--- config.mk ---
export PLATFORM = sky130hd
export DESIGN_NAME = text_console_cursor_engine_top
export DESIGN_NICKNAME = d
export VERILOG_FILES = /design/src/hdl/tcce_pkg.sv /design/src/hdl/tcce_cursor.sv /design/src/hdl/text_console_cursor_engine_top.sv
export SDC_FILE = /design/constraint.sdc
export NUM_CORES = 1
export LEC_CHECK = 0
export BUFFER_PORTS_ARGS = -buffer_cell sky130_fd_sc_hd__buf_2
export CORE_ASPECT_RATIO = 1.75
export CORE_UTILIZATION = 51
export DETAILED_ROUTE_END_ITERATION = 7
export GPL_TIMING_DRIVEN = 0
export PLACE_DENSITY = 0.77
export SYNTH_ARGS = -nofsm -noshare
export SYNTH_HDL_FRONTEND = slang
export SYNTH_HIERARCHICAL = 1
export SYNTH_SLANG_ARGS = --single-unit
--- constraint.sdc ---
create_clock -name clk -period 3.53 [get_ports clk]
set_clock_uncertainty 0.15 [all_clocks]
set_input_delay 0.5295 -clock clk [delete_from_list [all_inputs] [get_ports clk]]
set_output_delay 0.5295 -clock clk [all_outputs]
set_load 0.01 [all_outputs]
--- src/hdl/tcce_pkg.sv ---
package tcce_pkg;

  // Result command codes
  typedef enum logic [1:0] {
    CMD_NONE   = 2'd0,
    CMD_WRITE  = 2'd1,
    CMD_SCROLL = 2'd2,
    CMD_CLEAR  = 2'd3
  } cmd_t;

  // Control bytes and printable range
  localparam logic [7:0] CH_BACKSPACE = 8'd8;
  localparam logic [7:0] CH_TAB       = 8'd9;
  localparam logic [7:0] CH_NEWLINE   = 8'd10;
  localparam logic [7:0] CH_FORM_FEED = 8'd12;
  localparam logic [7:0] CH_RETURN    = 8'd13;
  localparam logic [7:0] PRINT_LO     = 8'h20;
  localparam logic [7:0] PRINT_HI     = 8'h7E;

  // Field widths
  localparam int CHAR_W     = 8;
  localparam int FG_W       = 4;
  localparam int BG_W       = 3;
  localparam int POS_W      = 11;
  localparam int WORD_W     = BG_W + FG_W + CHAR_W;
  localparam int CFG_IDX_W  = 8;
  localparam int CFG_DATA_W = 4;

  // Configuration register indexes and reset values
  localparam logic [CFG_IDX_W-1:0] REG_TEXT_COLOUR = 8'd0;
  localparam logic [CFG_IDX_W-1:0] REG_BACK_COLOUR = 8'd1;
  localparam logic [FG_W-1:0]      TEXT_COLOUR_RST = 4'hF;
  localparam logic [BG_W-1:0]      BACK_COLOUR_RST = 3'h0;

  // Decoded action for one character
  typedef struct packed {
    cmd_t command;
    logic scroll;
  } step_ctl_t;

endpackage

--- src/hdl/tcce_cursor.sv ---
module tcce_cursor #(
  parameter int COLUMNS   = 80,
  parameter int ROWS      = 25,
  parameter int TAB_WIDTH = 8,
  localparam int COL_W    = $clog2(COLUMNS),
  localparam int ROW_W    = $clog2(ROWS)
) (
  input  logic [tcce_pkg::CHAR_W-1:0] char_code,
  input  logic [ROW_W-1:0]            row,
  input  logic [COL_W-1:0]            col,
  output logic [ROW_W-1:0]            next_row,
  output logic [COL_W-1:0]            next_col,
  output tcce_pkg::step_ctl_t         ctl
);

  logic [COL_W-1:0] tab_stop [COLUMNS];
  logic             at_bottom;
  logic             at_eol;

  // Build the tab stop table, clamped to the last column
  for (genvar g = 0; g < COLUMNS; g++) begin : g_tab
    localparam int Stop = (g / TAB_WIDTH + 1) * TAB_WIDTH;
    assign tab_stop[g] = COL_W'((Stop >= COLUMNS) ? (COLUMNS - 1) : Stop);
  end

  assign at_bottom = (row == ROW_W'(ROWS - 1));
  assign at_eol    = (col == COL_W'(COLUMNS - 1));

  // Decode the byte and move the cursor
  always_comb begin
    next_row    = row;
    next_col    = col;
    ctl.command = tcce_pkg::CMD_NONE;
    ctl.scroll  = 1'b0;
    unique case (char_code)
      tcce_pkg::CH_BACKSPACE: begin
        if (col != '0) next_col = col - 1'b1;
      end
      tcce_pkg::CH_TAB: begin
        next_col = tab_stop[col];
      end
      tcce_pkg::CH_NEWLINE: begin
        next_col = '0;
        if (at_bottom) ctl.command = tcce_pkg::CMD_SCROLL;
        else next_row = row + 1'b1;
      end
      tcce_pkg::CH_FORM_FEED: begin
        ctl.command = tcce_pkg::CMD_CLEAR;
        next_row    = '0;
        next_col    = '0;
      end
      tcce_pkg::CH_RETURN: begin
        next_col = '0;
      end
      default: begin
        if (char_code >= tcce_pkg::PRINT_LO && char_code <= tcce_pkg::PRINT_HI) begin
          ctl.command = tcce_pkg::CMD_WRITE;
          if (at_eol) begin
            next_col = '0;
            if (at_bottom) ctl.scroll = 1'b1;
            else next_row = row + 1'b1;
          end else begin
            next_col = col + 1'b1;
          end
        end
      end
    endcase
  end

endmodule

--- src/hdl/text_console_cursor_engine_top.sv ---
// Throughput: one word per cycle while out_ready is high. A printable byte that
// wraps off the bottom row gives two results (write, then scroll) and holds the
// input until the scroll is taken. Results are held in the output registers.
// The cursor update is a single combinational pass from the cursor registers.
// Reset (rst_n low, synchronous) homes the cursor, sets colours to 15 on 0 and
// empties the output register.
module text_console_cursor_engine_top #(
  parameter int COLUMNS   = 80,
  parameter int ROWS      = 25,
  parameter int TAB_WIDTH = 8
) (
  input  logic                            clk,
  input  logic                            rst_n,
  input  logic                            in_valid,
  output logic                            in_ready,
  input  logic [tcce_pkg::CHAR_W-1:0]     in_char_code,
  output logic                            out_valid,
  input  logic                            out_ready,
  output tcce_pkg::cmd_t                  out_command,
  output logic [tcce_pkg::POS_W-1:0]      out_cell_address,
  output logic [tcce_pkg::WORD_W-1:0]     out_cell_word,
  output logic [tcce_pkg::POS_W-1:0]      out_cursor_position,
  output logic                            out_last,
  input  logic                            cfg_valid,
  output logic                            cfg_ready,
  input  logic [tcce_pkg::CFG_IDX_W-1:0]  cfg_index,
  input  logic [tcce_pkg::CFG_DATA_W-1:0] cfg_data
);

  localparam int COL_W = $clog2(COLUMNS);
  localparam int ROW_W = $clog2(ROWS);

  logic [ROW_W-1:0]              cursor_row_r, cursor_row_nxt;
  logic [COL_W-1:0]              cursor_col_r, cursor_col_nxt;
  logic [tcce_pkg::FG_W-1:0]     text_colour_r;
  logic [tcce_pkg::BG_W-1:0]     back_colour_r;
  tcce_pkg::step_ctl_t           ctl;
  logic                          in_fire, out_fire, is_write;
  logic [tcce_pkg::POS_W-1:0]    cell_addr, cursor_pos;

  logic                          out_valid_r;
  tcce_pkg::cmd_t                out_command_r;
  logic [tcce_pkg::POS_W-1:0]    out_cell_address_r;
  logic [tcce_pkg::WORD_W-1:0]   out_cell_word_r;
  logic [tcce_pkg::POS_W-1:0]    out_cursor_position_r;
  logic                          out_last_r;

  tcce_cursor #(
    .COLUMNS   (COLUMNS),
    .ROWS      (ROWS),
    .TAB_WIDTH (TAB_WIDTH)
  ) u_cursor (
    .char_code (in_char_code),
    .row       (cursor_row_r),
    .col       (cursor_col_r),
    .next_row  (cursor_row_nxt),
    .next_col  (cursor_col_nxt),
    .ctl       (ctl)
  );

  // Take a new word when the output register is empty or its final result is taken
  assign in_ready  = !out_valid_r || (out_ready && out_last_r);
  assign in_fire   = in_valid && in_ready;
  assign out_fire  = out_valid_r && out_ready;
  assign cfg_ready = 1'b1;

  assign is_write   = (ctl.command == tcce_pkg::CMD_WRITE);
  assign cell_addr  = tcce_pkg::POS_W'(cursor_row_r * COLUMNS)
                    + tcce_pkg::POS_W'(cursor_col_r);
  assign cursor_pos = tcce_pkg::POS_W'(cursor_row_nxt * COLUMNS)
                    + tcce_pkg::POS_W'(cursor_col_nxt);

  // Colour registers
  always_ff @(posedge clk) begin
    if (!rst_n) begin
      text_colour_r <= tcce_pkg::TEXT_COLOUR_RST;
      back_colour_r <= tcce_pkg::BACK_COLOUR_RST;
    end else if (cfg_valid && cfg_ready) begin
      if (cfg_index == tcce_pkg::REG_TEXT_COLOUR) text_colour_r <= cfg_data;
      else if (cfg_index == tcce_pkg::REG_BACK_COLOUR)
        back_colour_r <= cfg_data[tcce_pkg::BG_W-1:0];
    end
  end

  // Cursor registers advance on each accepted word
  always_ff @(posedge clk) begin
    if (!rst_n) begin
      cursor_row_r <= '0;
      cursor_col_r <= '0;
    end else if (in_fire) begin
      cursor_row_r <= cursor_row_nxt;
      cursor_col_r <= cursor_col_nxt;
    end
  end

  // Output control
  always_ff @(posedge clk) begin
    if (!rst_n) begin
      out_valid_r <= 1'b0;
      out_last_r  <= 1'b1;
    end else if (in_fire) begin
      out_valid_r <= 1'b1;
      out_last_r  <= !ctl.scroll;
    end else if (out_fire) begin
      out_valid_r <= !out_last_r;
      out_last_r  <= 1'b1;
    end
  end

  // Output payload: load a new result, or swap in the trailing scroll
  always_ff @(posedge clk) begin
    if (in_fire) begin
      out_command_r         <= ctl.command;
      out_cell_address_r    <= is_write ? cell_addr : '0;
      out_cell_word_r       <= is_write ? {back_colour_r, text_colour_r, in_char_code} : '0;
      out_cursor_position_r <= cursor_pos;
    end else if (out_fire && !out_last_r) begin
      out_command_r      <= tcce_pkg::CMD_SCROLL;
      out_cell_address_r <= '0;
      out_cell_word_r    <= '0;
    end
  end

  assign out_valid           = out_valid_r;
  assign out_command         = out_command_r;
  assign out_cell_address    = out_cell_address_r;
  assign out_cell_word       = out_cell_word_r;
  assign out_cursor_position = out_cursor_position_r;
  assign out_last            = out_last_r;

  // Checks
  a_pair_starts_with_write: assert property (@(posedge clk) disable iff (!rst_n)
    out_valid_r && !out_last_r |-> out_command_r == tcce_pkg::CMD_WRITE)
    else $error("non-final result is not a cell write");

  a_scroll_follows_write: assert property (@(posedge clk) disable iff (!rst_n)
    out_fire && !out_last_r |=> out_valid_r && out_last_r &&
      out_command_r == tcce_pkg::CMD_SCROLL && $stable(out_cursor_position_r))
    else $error("scroll did not follow the wrapped write");

  a_cursor_in_range: assert property (@(posedge clk) disable iff (!rst_n)
    (cursor_col_r < COLUMNS) && (cursor_row_r < ROWS))
    else $error("cursor left the screen");

  a_idle_fields_zero: assert property (@(posedge clk) disable iff (!rst_n)
    out_valid_r && out_command_r != tcce_pkg::CMD_WRITE |->
      out_cell_address_r == '0 && out_cell_word_r == '0)
    else $error("cell fields set on a non-write result");

endmodule

# Yosys cells after proc, flatten, opt, wreduce, memory -nomap -nowiden
# Memory sizes are Yosys's and may differ from the RTL's.
# Index checks and enable logic that the tools add are counted.
dict set report totals {
  register_bits 60
  word_cells 78
  n_memories 1
  output_inout_bits 43
  in_bits 25
  mem_bits_ro 896
}
dict set report classes {
  eq_ne 9
  magnitude_cmp 3
  add_sub_neg 5
  n_reduce_logical 18
  n_mul 2
  bitwise_logic 2
  muxes 28
}
# memory depth word_bits rd rd_ports_with_merged_regs wr line
set memory_table {}
lappend memory_table {{(name not given)} 128 7 1 0 0 tcce_cursor.sv:40} ;# next_col = tab_stop[col];
# operator n
set op_table {}
lappend op_table {{two-way mux 15 bit} 3}
lappend op_table {{equality test 8 x 4 -> 1 bit (second input constant)} 5}
lappend op_table {{two-way mux 7 bit} 5}
lappend op_table {{two-way mux 11 bit} 3}
lappend op_table {{adder 11 x 7 -> 11 bit} 2}
lappend op_table {{case mux 7 bit (3 select lines)} 1}
lappend op_table {{two-way mux 5 bit} 3}
lappend op_table {{case mux 5 bit (3 select lines)} 1}
lappend op_table {{multiplier 5 x 3 -> 7 bit (second input constant)} 2}
lappend op_table {{equality test 8 x 1 -> 1 bit (second input constant)} 1}
lappend op_table {{>= comparator 8 x 6 -> 1 bit (second input constant)} 1}
lappend op_table {{>= comparator 8 bit (second input constant)} 1}
lappend op_table {{less-or-equal comparator 8 x 7 -> 1 bit (second input constant)} 1}
lappend op_table {{logical NOT 8 bit} 1}
lappend op_table {{two-way mux 2 bit} 4}
lappend op_table {{NOT 7 -> 8 bit} 1}
lappend op_table {{adder 7 x 1 -> 7 bit (second input constant)} 1}
lappend op_table {{equality test 7 bit (second input constant)} 1}
lappend op_table {{two-way mux 1 bit} 7}
lappend op_table {{nonzero test 7 bit} 1}
lappend op_table {{subtractor 7 x 1 -> 7 bit (second input constant)} 1}
lappend op_table {{case mux 2 bit (3 select lines)} 1}
lappend op_table {{OR reduction 3 bit} 2}
lappend op_table {{adder 5 x 1 -> 5 bit (second input constant)} 1}
lappend op_table {{other kinds (10)} 17}

# Depth between registers and ports, before layout
# Gate-level depths: netlist (run 1).
dict set report depth {
  depth_word 8
  ltp_mapped 14
  mapped_depth_nobuf 14
}

# Cells and area by module
# Netlist (run 1), hierarchy kept.
# module seq_area_each_um2 cells_each area_each_um2 n_inst
set by_module_without_submodules {}
lappend by_module_without_submodules {text_console_cursor_engine_top 1591.5 228 2777.7 1}
lappend by_module_without_submodules {tcce_cursor 0.0 152 992.2 1}

# Least setup slack after synthesis (run 1)
# No wires, ideal clock.
dict set report synth_timing {
  kind {input-to-reg}
  startpoint {in in_char_code[4] (netlist bit)}
  endpoint {reg out_cursor_position_r (netlist bit out_cursor_position[10]), data pin}
  required_ns 3.108
  path_stages 11
  setup_ns 0.272
  setup_slack_ns -0.218
  n_path_buf 0
  t_arrival_ns 3.326
  cell_sequence {or4_4 nor3_2 a22oi_1 o311ai_1 ha_1 ha_1 fa_1 xor2_1 o2111ai_1 xnor2_1 xnor2_1}
}
dict set report synth_between {
  elab_chain_cells 6
  elab_cells_between_ends 16
  classes_between {1 x add/sub; 1 x mul; 2 x order compare; 5 x eq/ne; 4 x mux; 3 x reduce/logical}
}
# element line
set synth_lines {}
lappend synth_lines {{from (decl)} text_console_cursor_engine_top.sv:16} ;# input logic [tcce_pkg::CHAR_W-1:0] in_char_code,
lappend synth_lines {{>= comparator 8 x 6 -> 1 bit / less-or-equal comparator 8 x 7 -> 1 bit (equally long branches)} tcce_cursor.sv:56} ;# if (char_code >= tcce_pkg::PRINT_LO && char_code <= tcce_pkg::PRINT_HI) begin
lappend synth_lines {{logical AND 1 bit} tcce_cursor.sv:56}
lappend synth_lines {{two-way mux 5 bit} tcce_cursor.sv:56}
lappend synth_lines {{case mux 5 bit (3 select lines) (*)} tcce_cursor.sv:35} ;# unique case (char_code)
lappend synth_lines {{via cursor_row_nxt[3]} text_console_cursor_engine_top.sv:33} ;# logic [ROW_W-1:0] cursor_row_r, cursor_row_nxt;
lappend synth_lines {{multiplier 5 x 3 -> 7 bit (*)} text_console_cursor_engine_top.sv:70} ;# assign cursor_pos = tcce_pkg::POS_W'(cursor_row_nxt * COLUMNS)
lappend synth_lines {{adder 11 x 7 -> 11 bit (*)} text_console_cursor_engine_top.sv:71} ;# + tcce_pkg::POS_W'(cursor_col_nxt);
lappend synth_lines {{via cursor_pos, one bit} text_console_cursor_engine_top.sv:39} ;# logic [tcce_pkg::POS_W-1:0] cell_addr, cursor_pos;
lappend synth_lines {{to (signal assigned)} text_console_cursor_engine_top.sv:116} ;# out_cursor_position_r <= cursor_pos;
lappend synth_lines {{to (decl)} text_console_cursor_engine_top.sv:45} ;# logic [tcce_pkg::POS_W-1:0] out_cursor_position_r;
# The timed path passes the listed nets; every way through them passes the cells marked *.
# A chain may end at the register's enable or synchronous reset.

# Worst setup path after layout (run 1)
dict set report layout_timing {
  startpoint {in in_char_code[5] (netlist bit)}
  endpoint {reg out_cursor_position_r (netlist bit out_cursor_position[10]), data pin}
}
# Same word-level chain as after synthesis.

==> results of run 1 <==
[metrics by stage]
stage	cells	worst slack [ps]	area, um^2	TNS, ps
detailed placement	533	-626	4270	-1720
floorplan	380	-80.9	3810	-80.9
global placement	532	-545	4250	-1430
global route	561	-151	4870	-207
CTS	557	-38.9	4730	-38.9
finish	561	-56.4	4870	-56.4
[tightest hold or removal path, delay by kind of cell]
| family | cells | cell delay [ps] |
|---|---|---|
| buffers and inverters | 1 | 80 |
| multiplexers | 1 | 60 |
| AND/OR/NAND/NOR | 1 | 60 |
[how the worst max path moves through the flow]
stage | cells after the start | to | slack [ps] | from
4_1_cts | 13 | out_cursor_position[10] | -40 | in_char_code[4]
3_5_place_dp | 12 | out_cursor_position[10] | -630 | in_char_code[4]
5_1_grt | 13 | out_cursor_position[10] | -150 | in_char_code[5]
3_3_place_gp | 12 | out_cursor_position[10] | -550 | in_char_code[4]
2_1_floorplan | 12 | out_cursor_position[10] | -80 | in_char_code[7]
6_report | 12 | out_cursor_position[10] | -60 | in_char_code[5]
[registers in the layout, indices dropped and copies added (netlist names), 2 cells and up]
signal,count
out_cell_word,15
out_cell_address,11
out_cursor_position,11
cursor_col_r,7
cursor_row_r,5
text_colour_r,4
back_colour_r,3
out_command,2
[cell type report]
type                       instances  area (um^2)  area share, %
clock inverter                     7         98.8           2.03
buffer                            15         86.3           1.77
sequential                        60         1600           32.9
multi-input combinational        277         2170           44.5
inverter                          25         93.8           1.93
tap                               86          108           2.21
clock buffer                       9          225           4.63
timing repair buffer              82          485           9.98
[placed cells by master (no fill, tap or decap), types with 3 or more instances in the layout]
cell type / synthesis / routed
sky130_fd_sc_hd__dfxtp_1: 21 / 14
sky130_fd_sc_hd__a21o_1: 3 / 3
sky130_fd_sc_hd__a21boi_0: 15 / 15
sky130_fd_sc_hd__nand2_1: 43 / 42
sky130_fd_sc_hd__ha_1: 26 / 22
sky130_fd_sc_hd__clkbuf_1: 9 / 5
sky130_fd_sc_hd__edfxtp_1: 39 / 39
sky130_fd_sc_hd__dfxtp_2: 0 / 6
sky130_fd_sc_hd__and2_1: 22 / 21
sky130_fd_sc_hd__fa_1: 4 / 3
sky130_fd_sc_hd__buf_8: 0 / 3
sky130_fd_sc_hd__mux2i_1: 11 / 11
sky130_fd_sc_hd__o211ai_1: 4 / 4
sky130_fd_sc_hd__nor2_1: 18 / 17
sky130_fd_sc_hd__nor2b_1: 9 / 8
sky130_fd_sc_hd__ha_4: 0 / 3
sky130_fd_sc_hd__inv_1: 25 / 25
sky130_fd_sc_hd__xor2_1: 6 / 5
sky130_fd_sc_hd__clkbuf_16: 0 / 9
sky130_fd_sc_hd__buf_4: 2 / 15
sky130_fd_sc_hd__xnor2_1: 12 / 11
sky130_fd_sc_hd__buf_2: 3 / 65
sky130_fd_sc_hd__o22ai_1: 3 / 3
sky130_fd_sc_hd__a21oi_1: 15 / 13
sky130_fd_sc_hd__o21ai_0: 12 / 11
sky130_fd_sc_hd__buf_6: 1 / 4
sky130_fd_sc_hd__nor3_1: 5 / 5
sky130_fd_sc_hd__nand3_1: 12 / 12
sky130_fd_sc_hd__a31oi_1: 6 / 6
[layer usage]
metal	GRT usage [%]	wire length, um	vias up
met5	0	0	-
met4	13.3	274	0
met3	4.53	427	25
met2	44.4	4840	111
met1	25.5	3380	1473
li1	-	-	1536
[cell families after synthesis]
logic type,synth area share (%)
xor gates and xnor gates,4.81
adders and majority gates,10.8
buffers and inverters,4.81
AOI/OAI and AO/OA,14.9
and+or+nand+nor,19.4
other,0.0995
muxes,2.92
DFF,42.2
[power by group through the flow]
stage                     Clock, mW  Sequential, mW  Combinational, mW
final                         0.932           0.785              0.165
after global routing          0.964           0.788              0.181
after CTS                     0.938           0.785              0.162
after detailed placement          0           0.799              0.155
after global placement            0           0.799              0.150
after floorplan                   0           0.813             0.0744
[timing repair]
item                                    4_1_cts  5_1_grt
gates resized for setup                      17       29
setup buffers                                10        5
pin swaps                                    13       12
endpoints found under the setup margin        3        3
[synth_stat cells (all sizes together) (2+ instances only)]
cell     count  area [um^2]
nand2       43          161
edfxtp      39         1170
ha          26          325
inv         25         93.8
and2        22          138
dfxtp       21          420
nor2        19         78.8
a21oi       16         83.8
a21boi      15          113
nand3       12         60.1
o21ai       12         60.1
xnor2       12          105
mux2i       11          110
clkbuf      10         38.8
nor2b        9         56.3
nor3         9         71.3
buf          8         48.8
a31oi        6         37.5
xor2         6         52.6
a22oi        4         30.0
fa           4         80.1
o211ai       4         30.0
a21o         3         22.5
o22ai        3         18.8
or2          3         23.8
or4          3         26.3
a221o        2         20.0
and3         2         12.5
nand2b       2         12.5
nor3b        2         15.0
o2111ai      2         17.5
o21bai       2         15.0
o311ai       2         17.5
or3          2         12.5
==> run_results.csv, run 1 <==
group,metric,value,unit
place,gp_congestion,0.888,
setup_path,cp.buffers_inverters,2,
global_routing,track_usage,24.4,%
sta,postLayoutSetupSlackWorst,-56.4,ps
floorplanning,fp.dieW,67.0,um
power,maximum_ir_drop_on_the_vdd_rail,0.000352,V
setup_path,cpMaxStageDelayCell,"sky130_fd_sc_hd__fa_2",
global_routing,globalRoute.totalOverflow,0,
drt,firstDrtPassIters,4,
setup_path,arrival,3510,ps
place,dp_hpwl,6450,um
cts,tritoncts,"built",
power,leakage,2.03,nW
floorplanning,chipHeight,116,um
floorplanning,initial_standard_cell_utilization_of_the_core,52.5,%
sta,finalHoldViolations,0,
power,pwr_density_cell,387,mW/mm^2
power,power_switching_share,22.4,%
min_path,hold-path-cell-count,3,
cts,clkTransAtPathRegs,60,ps
global_routing,grt_antenna_before_repair,0,
cells_and_area,drive_above_1_share,31.6,%
drt,finalWirelength,8920,um
synthesis,async_flop_share,0,%
drt,detail_route.drc_violations,0,
drt,detailedRoute.firstIterationViolations,190,
cells_and_area,utilization,67.8,%
setup_path,r2r_cells,11,
sta,report.final.slew_viol_count,0,
min_path,hp-start,"cfg_data[3]",
drt,final_antenna_net_count,0,
synthesis,syn_area_per_cell,9.92,um^2
setup_path,path_max_fanout,5,
setup_path,crit_path_start_kind,"input pin",
cells_and_area,fillerInstances,559,
floorplanning,ioPinCount,68,
floorplanning,fp.coreArea,0.00718,mm^2
sta,layout_min_cycle_time,3590,ps
cts,ctsHoldBuffers,0,
power,total_switching_power,0.422,mW
setup_path,crit_family,"simple AND/OR/NAND/NOR gates",
power,internal-power,1.46,mW
drt,post_dr_vias_cell,5.61,
sta,post_route_fraction_of_the_period_consumed_by_the_critical_path,102,%
synthesis,number_of_enable_flip_flop_cells_after_synthesis,39,
min_path,hold_path.class,"in2reg",
global_routing,first_global_vias,3083,
floorplanning,floorplan.die_area,0.00775,mm^2
synthesis,syn-num-nets,435,
setup_path,worst_setup_path_end_kind,"flop",
floorplanning,cell_rows,41,
drt,detailroute.via_count,3145,
place,port-buffer-count,66,
drt,wl_per_cell,15.9,um
setup_path,critical_register_to_register_path_endpoint,"out_cursor_position[10]",
cts,clock_tree.root_cell,"sky130_fd_sc_hd__clkbuf_16",
synthesis,synthesis.yosys.warnings,6,
synthesis,synth_flop_cell,"sky130_fd_sc_hd__edfxtp_1",
synthesis,sequential_fraction_of_the_synthesis_area,42.2,%
setup_path,crit_path_max_incr_delay,630,ps
cells_and_area,area_growth_syn_to_layout,29.1,%
synthesis,synth_cells,380,
cts,clock_sink_count,60,
cts,tritoncts.num_buffers,9,
cells_and_area,layout_nets,525,
synthesis,postSynthRegisterBits,60,
sta,finalHoldWorstSlack,283,ps
setup_path,regToRegSetupSlack,-10,ps
sta,timing.fmax,0.279,GHz
synthesis,netlist-cell-type-count,63,
min_path,hold_ep,"text_colour_r[3]",
flow_run,maxCapViolations,0,
synthesis,netlist_area,0.00377,mm^2
sta,grt_setup_unrepaired,"yes",
run_status,violations,"negative setup slack",
power,seq_power_share,41.7,%
cts,clock_tree.htree_level_count,3,
sta,slew_headroom,26.4,%
setup_path,r2r_start,"cursor_col_r[5]",
setup_path,worst_ep_required,3450,ps
setup_path,criticalPathCategory,"in2reg",
power,power,1.88,mW
sta,worst_pin_slew,1100,ps
global_routing,grt_start_max_net_pins,21,
run_status,result_of_the_run,"finished with violations",
power,power.clock.fraction,49.5,%
cells_and_area,antennaDiodeCount,0,
cts,worst_skew_pair.late_latency,330,ps
sta,timing.final.setup_violations,1,
setup_path,cp_cell_sequence,"buf_8 -> or4_4 -> or2_4 -> a21oi_4 -> nor2b_1 -> a221o_1 -> buf_4 -> ha_4 -> fa_2 -> o2111ai_4 -> xnor2_2 -> xnor2_1",
global_routing,grt_first_pass_wirelength,14000,um
power,comb_pwr_share,8.8,%
cts,clock_path_buffers,2,
Power figures use the tool's default switching activity.
==> inputs of run 2 (changes only) <==
--- a/config.mk
+++ b/config.mk
@@ -7,10 +7,11 @@
 export LEC_CHECK = 0
 export BUFFER_PORTS_ARGS = -buffer_cell sky130_fd_sc_hd__buf_2
 export CORE_ASPECT_RATIO = 1.75
-export CORE_UTILIZATION = 51
+export CORE_UTILIZATION = 52
+export CTS_BUF_LIST = sky130_fd_sc_hd__clkbuf_8
 export DETAILED_ROUTE_END_ITERATION = 7
 export GPL_TIMING_DRIVEN = 0
-export PLACE_DENSITY = 0.77
+export PLACE_DENSITY = 0.78
 export SYNTH_ARGS = -nofsm -noshare
 export SYNTH_HDL_FRONTEND = slang
 export SYNTH_HIERARCHICAL = 1
==> run 2 against run 1 <==
Critical path type unchanged. Worst hold slack lost 31 ps. Via count grew 1.1%. Cell count grew 1.1%. Sequential power shrank 0.6%. Power shrank 11%. First-iteration DRC count shrank 15%. Utilization grew 1.2 points. Global-route usage grew 1.1 points. Worst setup slack lost 0.82 ps. Maximum frequency is essentially flat. Largest power group is now sequential cells. Non-clock buffer count grew 8. Clock power shrank 22%. The run still ends with negative setup slack left.
==> run_results.csv, run 2 (synthesis gave the netlist of run 1 again) <==
group,metric,value,unit
run_status,result_of_the_run,"finished with violations",
run_status,violations,"negative setup slack",
sta,slew_headroom,21.8,%
cts,clock_tree.htree_level_count,3,
cells_and_area,area_growth_syn_to_layout,27.3,%
place,port-buffer-count,66,
cells_and_area,layout_common_cells,"sky130_fd_sc_hd__buf_2 (67), sky130_fd_sc_hd__nand2_1 (41), sky130_fd_sc_hd__edfxtp_1 (39), sky130_fd_sc_hd__inv_1 (27), sky130_fd_sc_hd__buf_4 (25)",
floorplanning,ioPinCount,68,
cells_and_area,drive_above_1_share,31.9,%
cells_and_area,finalInstanceArea,0.00480,mm^2
setup_path,worst_setup_path_end_kind,"flop",
setup_path,crit_path_start_kind,"input pin",
sta,timing.final.setup_violations,1,
setup_path,r2r_start,"cursor_col_r[4]",
global_routing,grt_antenna_before_repair,0,
min_path,hold_path.class,"in2reg",
power,power.clock.fraction,43.5,%
setup_path,worst_setup_path_startpoint,"in_char_code[4]",
drt,detail_route.drc_violations,0,
sta,setup-tns-final,-57.3,ps
cells_and_area,multiInputGateArea,0.00215,mm^2
drt,final_antenna_net_count,0,
drt,detailedRoute.firstIterationViolations,161,
cts,clock_path_buffers,2,
global_routing,track_usage,25.5,%
drt,wl_per_cell,16.2,um
power,leakage,2.01,nW
global_routing,grt_first_pass_wirelength,14300,um
sta,timing.fmax,0.279,GHz
floorplanning,cell_rows,40,
setup_path,arrival,3520,ps
cts,clock_tree.root_cell,"sky130_fd_sc_hd__clkbuf_8",
setup_path,critical_register_to_register_path_endpoint,"out_cursor_position[10]",
min_path,hold_ep,"text_colour_r[3]",
global_routing,globalRoute.totalOverflow,0,
cells_and_area,largest_register_ff_count,15,
place,post_dp_cell_area,0.00426,mm^2
cells_and_area,layout_nets,533,
cells_and_area,layout.area.seq,0.00161,mm^2
cts,worst_skew_pair.late_latency,340,ps
cts,clkTransAtPathRegs,70,ps
sta,grt_setup_unrepaired,"yes",
sta,postLayoutSetupSlackWorst,-57.3,ps
drt,finalWirelength,9210,um
power,maximum_ir_drop_on_the_vdd_rail,0.000238,V
sta,worst_pin_slew,1170,ps
power,comb_pwr_share,9.9,%
sta,post_route_fraction_of_the_period_consumed_by_the_critical_path,102,%
setup_path,worst_ep_required,3460,ps
power,total_switching_power,0.376,mW
cells_and_area,commonest_non_fill_non_tap_cell_in_the_layout,"sky130_fd_sc_hd__buf_2",
global_routing,grt_start_max_net_pins,21,
setup_path,criticalPathCategory,"in2reg",
sta,finalHoldViolations,0,
power,internal-power,1.30,mW
setup_path,regToRegSetupSlack,-40,ps
floorplanning,fp.dieW,66.4,um
floorplanning,initial_standard_cell_utilization_of_the_core,54.2,%
cts,tritoncts.num_buffers,9,
power,power_switching_share,22.5,%
min_path,hold-path-cell-count,3,
flow_run,maxCapViolations,0,
drt,post_dr_vias_cell,5.61,
cts,tritoncts,"built",
sta,layout_min_cycle_time,3590,ps
cts,clock_sink_count,60,
global_routing,first_global_vias,3066,
floorplanning,chipHeight,115,um
power,seq_power_share,46.6,%
power,pwr_density_cell,349,mW/mm^2
cells_and_area,fillerInstances,551,
place,gp_congestion,0.886,
setup_path,path_max_fanout,4,
floorplanning,fp.coreArea,0.00696,mm^2
setup_path,r2r_cells,12,
drt,detailroute.via_count,3180,
cells_and_area,antennaDiodeCount,0,
drt,firstDrtPassIters,4,
place,dp_hpwl,6610,um
floorplanning,floorplan.die_area,0.00761,mm^2
min_path,hp-start,"cfg_data[3]",
sta,report.final.slew_viol_count,0,
-- run 2: worst max-delay path: stages --
cell,delay (ps)
sky130_fd_sc_hd__buf_2,120
sky130_fd_sc_hd__or4_4,550
sky130_fd_sc_hd__nor3_2,290
sky130_fd_sc_hd__a22oi_2,160
sky130_fd_sc_hd__o311ai_4,290
sky130_fd_sc_hd__ha_1,320
sky130_fd_sc_hd__ha_4,180
sky130_fd_sc_hd__fa_2,410
sky130_fd_sc_hd__xor2_2,200
sky130_fd_sc_hd__o2111ai_2,140
sky130_fd_sc_hd__xnor2_1,210
sky130_fd_sc_hd__xnor2_1,100
-- run 2: timing repair --
action                                  in CTS  in global routing
pin swaps                                    9                  9
resized for setup                           26                 15
buffers inserted                             9                 13
hold buffers                                 0                  0
endpoints found under the setup margin       4                  3
-- run 2: how the worst max path moves through the flow --
stage / to / slack, ps / depth (start not counted)
floorplan: out_cursor_position[10] / -80 / 12
global placement: out_cursor_position[10] / -630 / 12
detailed placement: out_cursor_position[10] / -670 / 12
CTS: out_cursor_position[10] / 8 / 13
global route: out_cursor_position[10] / -150 / 13
finish: out_cursor_position[10] / -60 / 12
-- run 2: layer usage --
layer	part of all wire [%]	vias to the layer above	GRT usage, %
met5	0	-	0
met4	3.9	0	15.3
met3	5.1	27	5.08
met2	54	115	47.0
met1	37	1486	25.2
li1	-	1552	-
-- run 2: metrics by stage --
| stage | instances | power [mW] | util [%] | hold slack (ps) | worst slack (ps) |
|---|---|---|---|---|---|
| 3_5_place_dp | 531 | 0.954 | 61.3 | 301 | -672 |
| 2_1_floorplan | 380 | 0.888 | - | 283 | -80.9 |
| 3_3_place_gp | 530 | 0.950 | 61.0 | 297 | -633 |
| 5_1_grt | 567 | 1.72 | 69.0 | 268 | -146 |
| 6_report | 567 | 1.67 | 69.0 | 252 | -57.3 |
| 4_1_cts | 554 | 1.68 | 67.0 | 244 | 7.87 |
-- run 2: power by group through the flow --
| stage | clock network [mW] | logic, mW | registers (mW) |
|---|---|---|---|
| floorplan | 0 | 0.0744 | 0.813 |
| global placement | 0 | 0.151 | 0.799 |
| detailed placement | 0 | 0.155 | 0.799 |
| CTS | 0.735 | 0.164 | 0.782 |
| global route | 0.759 | 0.182 | 0.782 |
| finish | 0.727 | 0.166 | 0.780 |
-- run 2: final cells by class --
type | count | share of cell area [%]
plain buffers | 16 | 1.93
well taps | 84 | 2.19
repair buffers | 89 | 10.6
clock inverters | 7 | 2.27
multi-input cells | 277 | 44.8
flip-flops and latches | 60 | 33.6
clock buffers | 9 | 2.58
inverters | 25 | 1.96
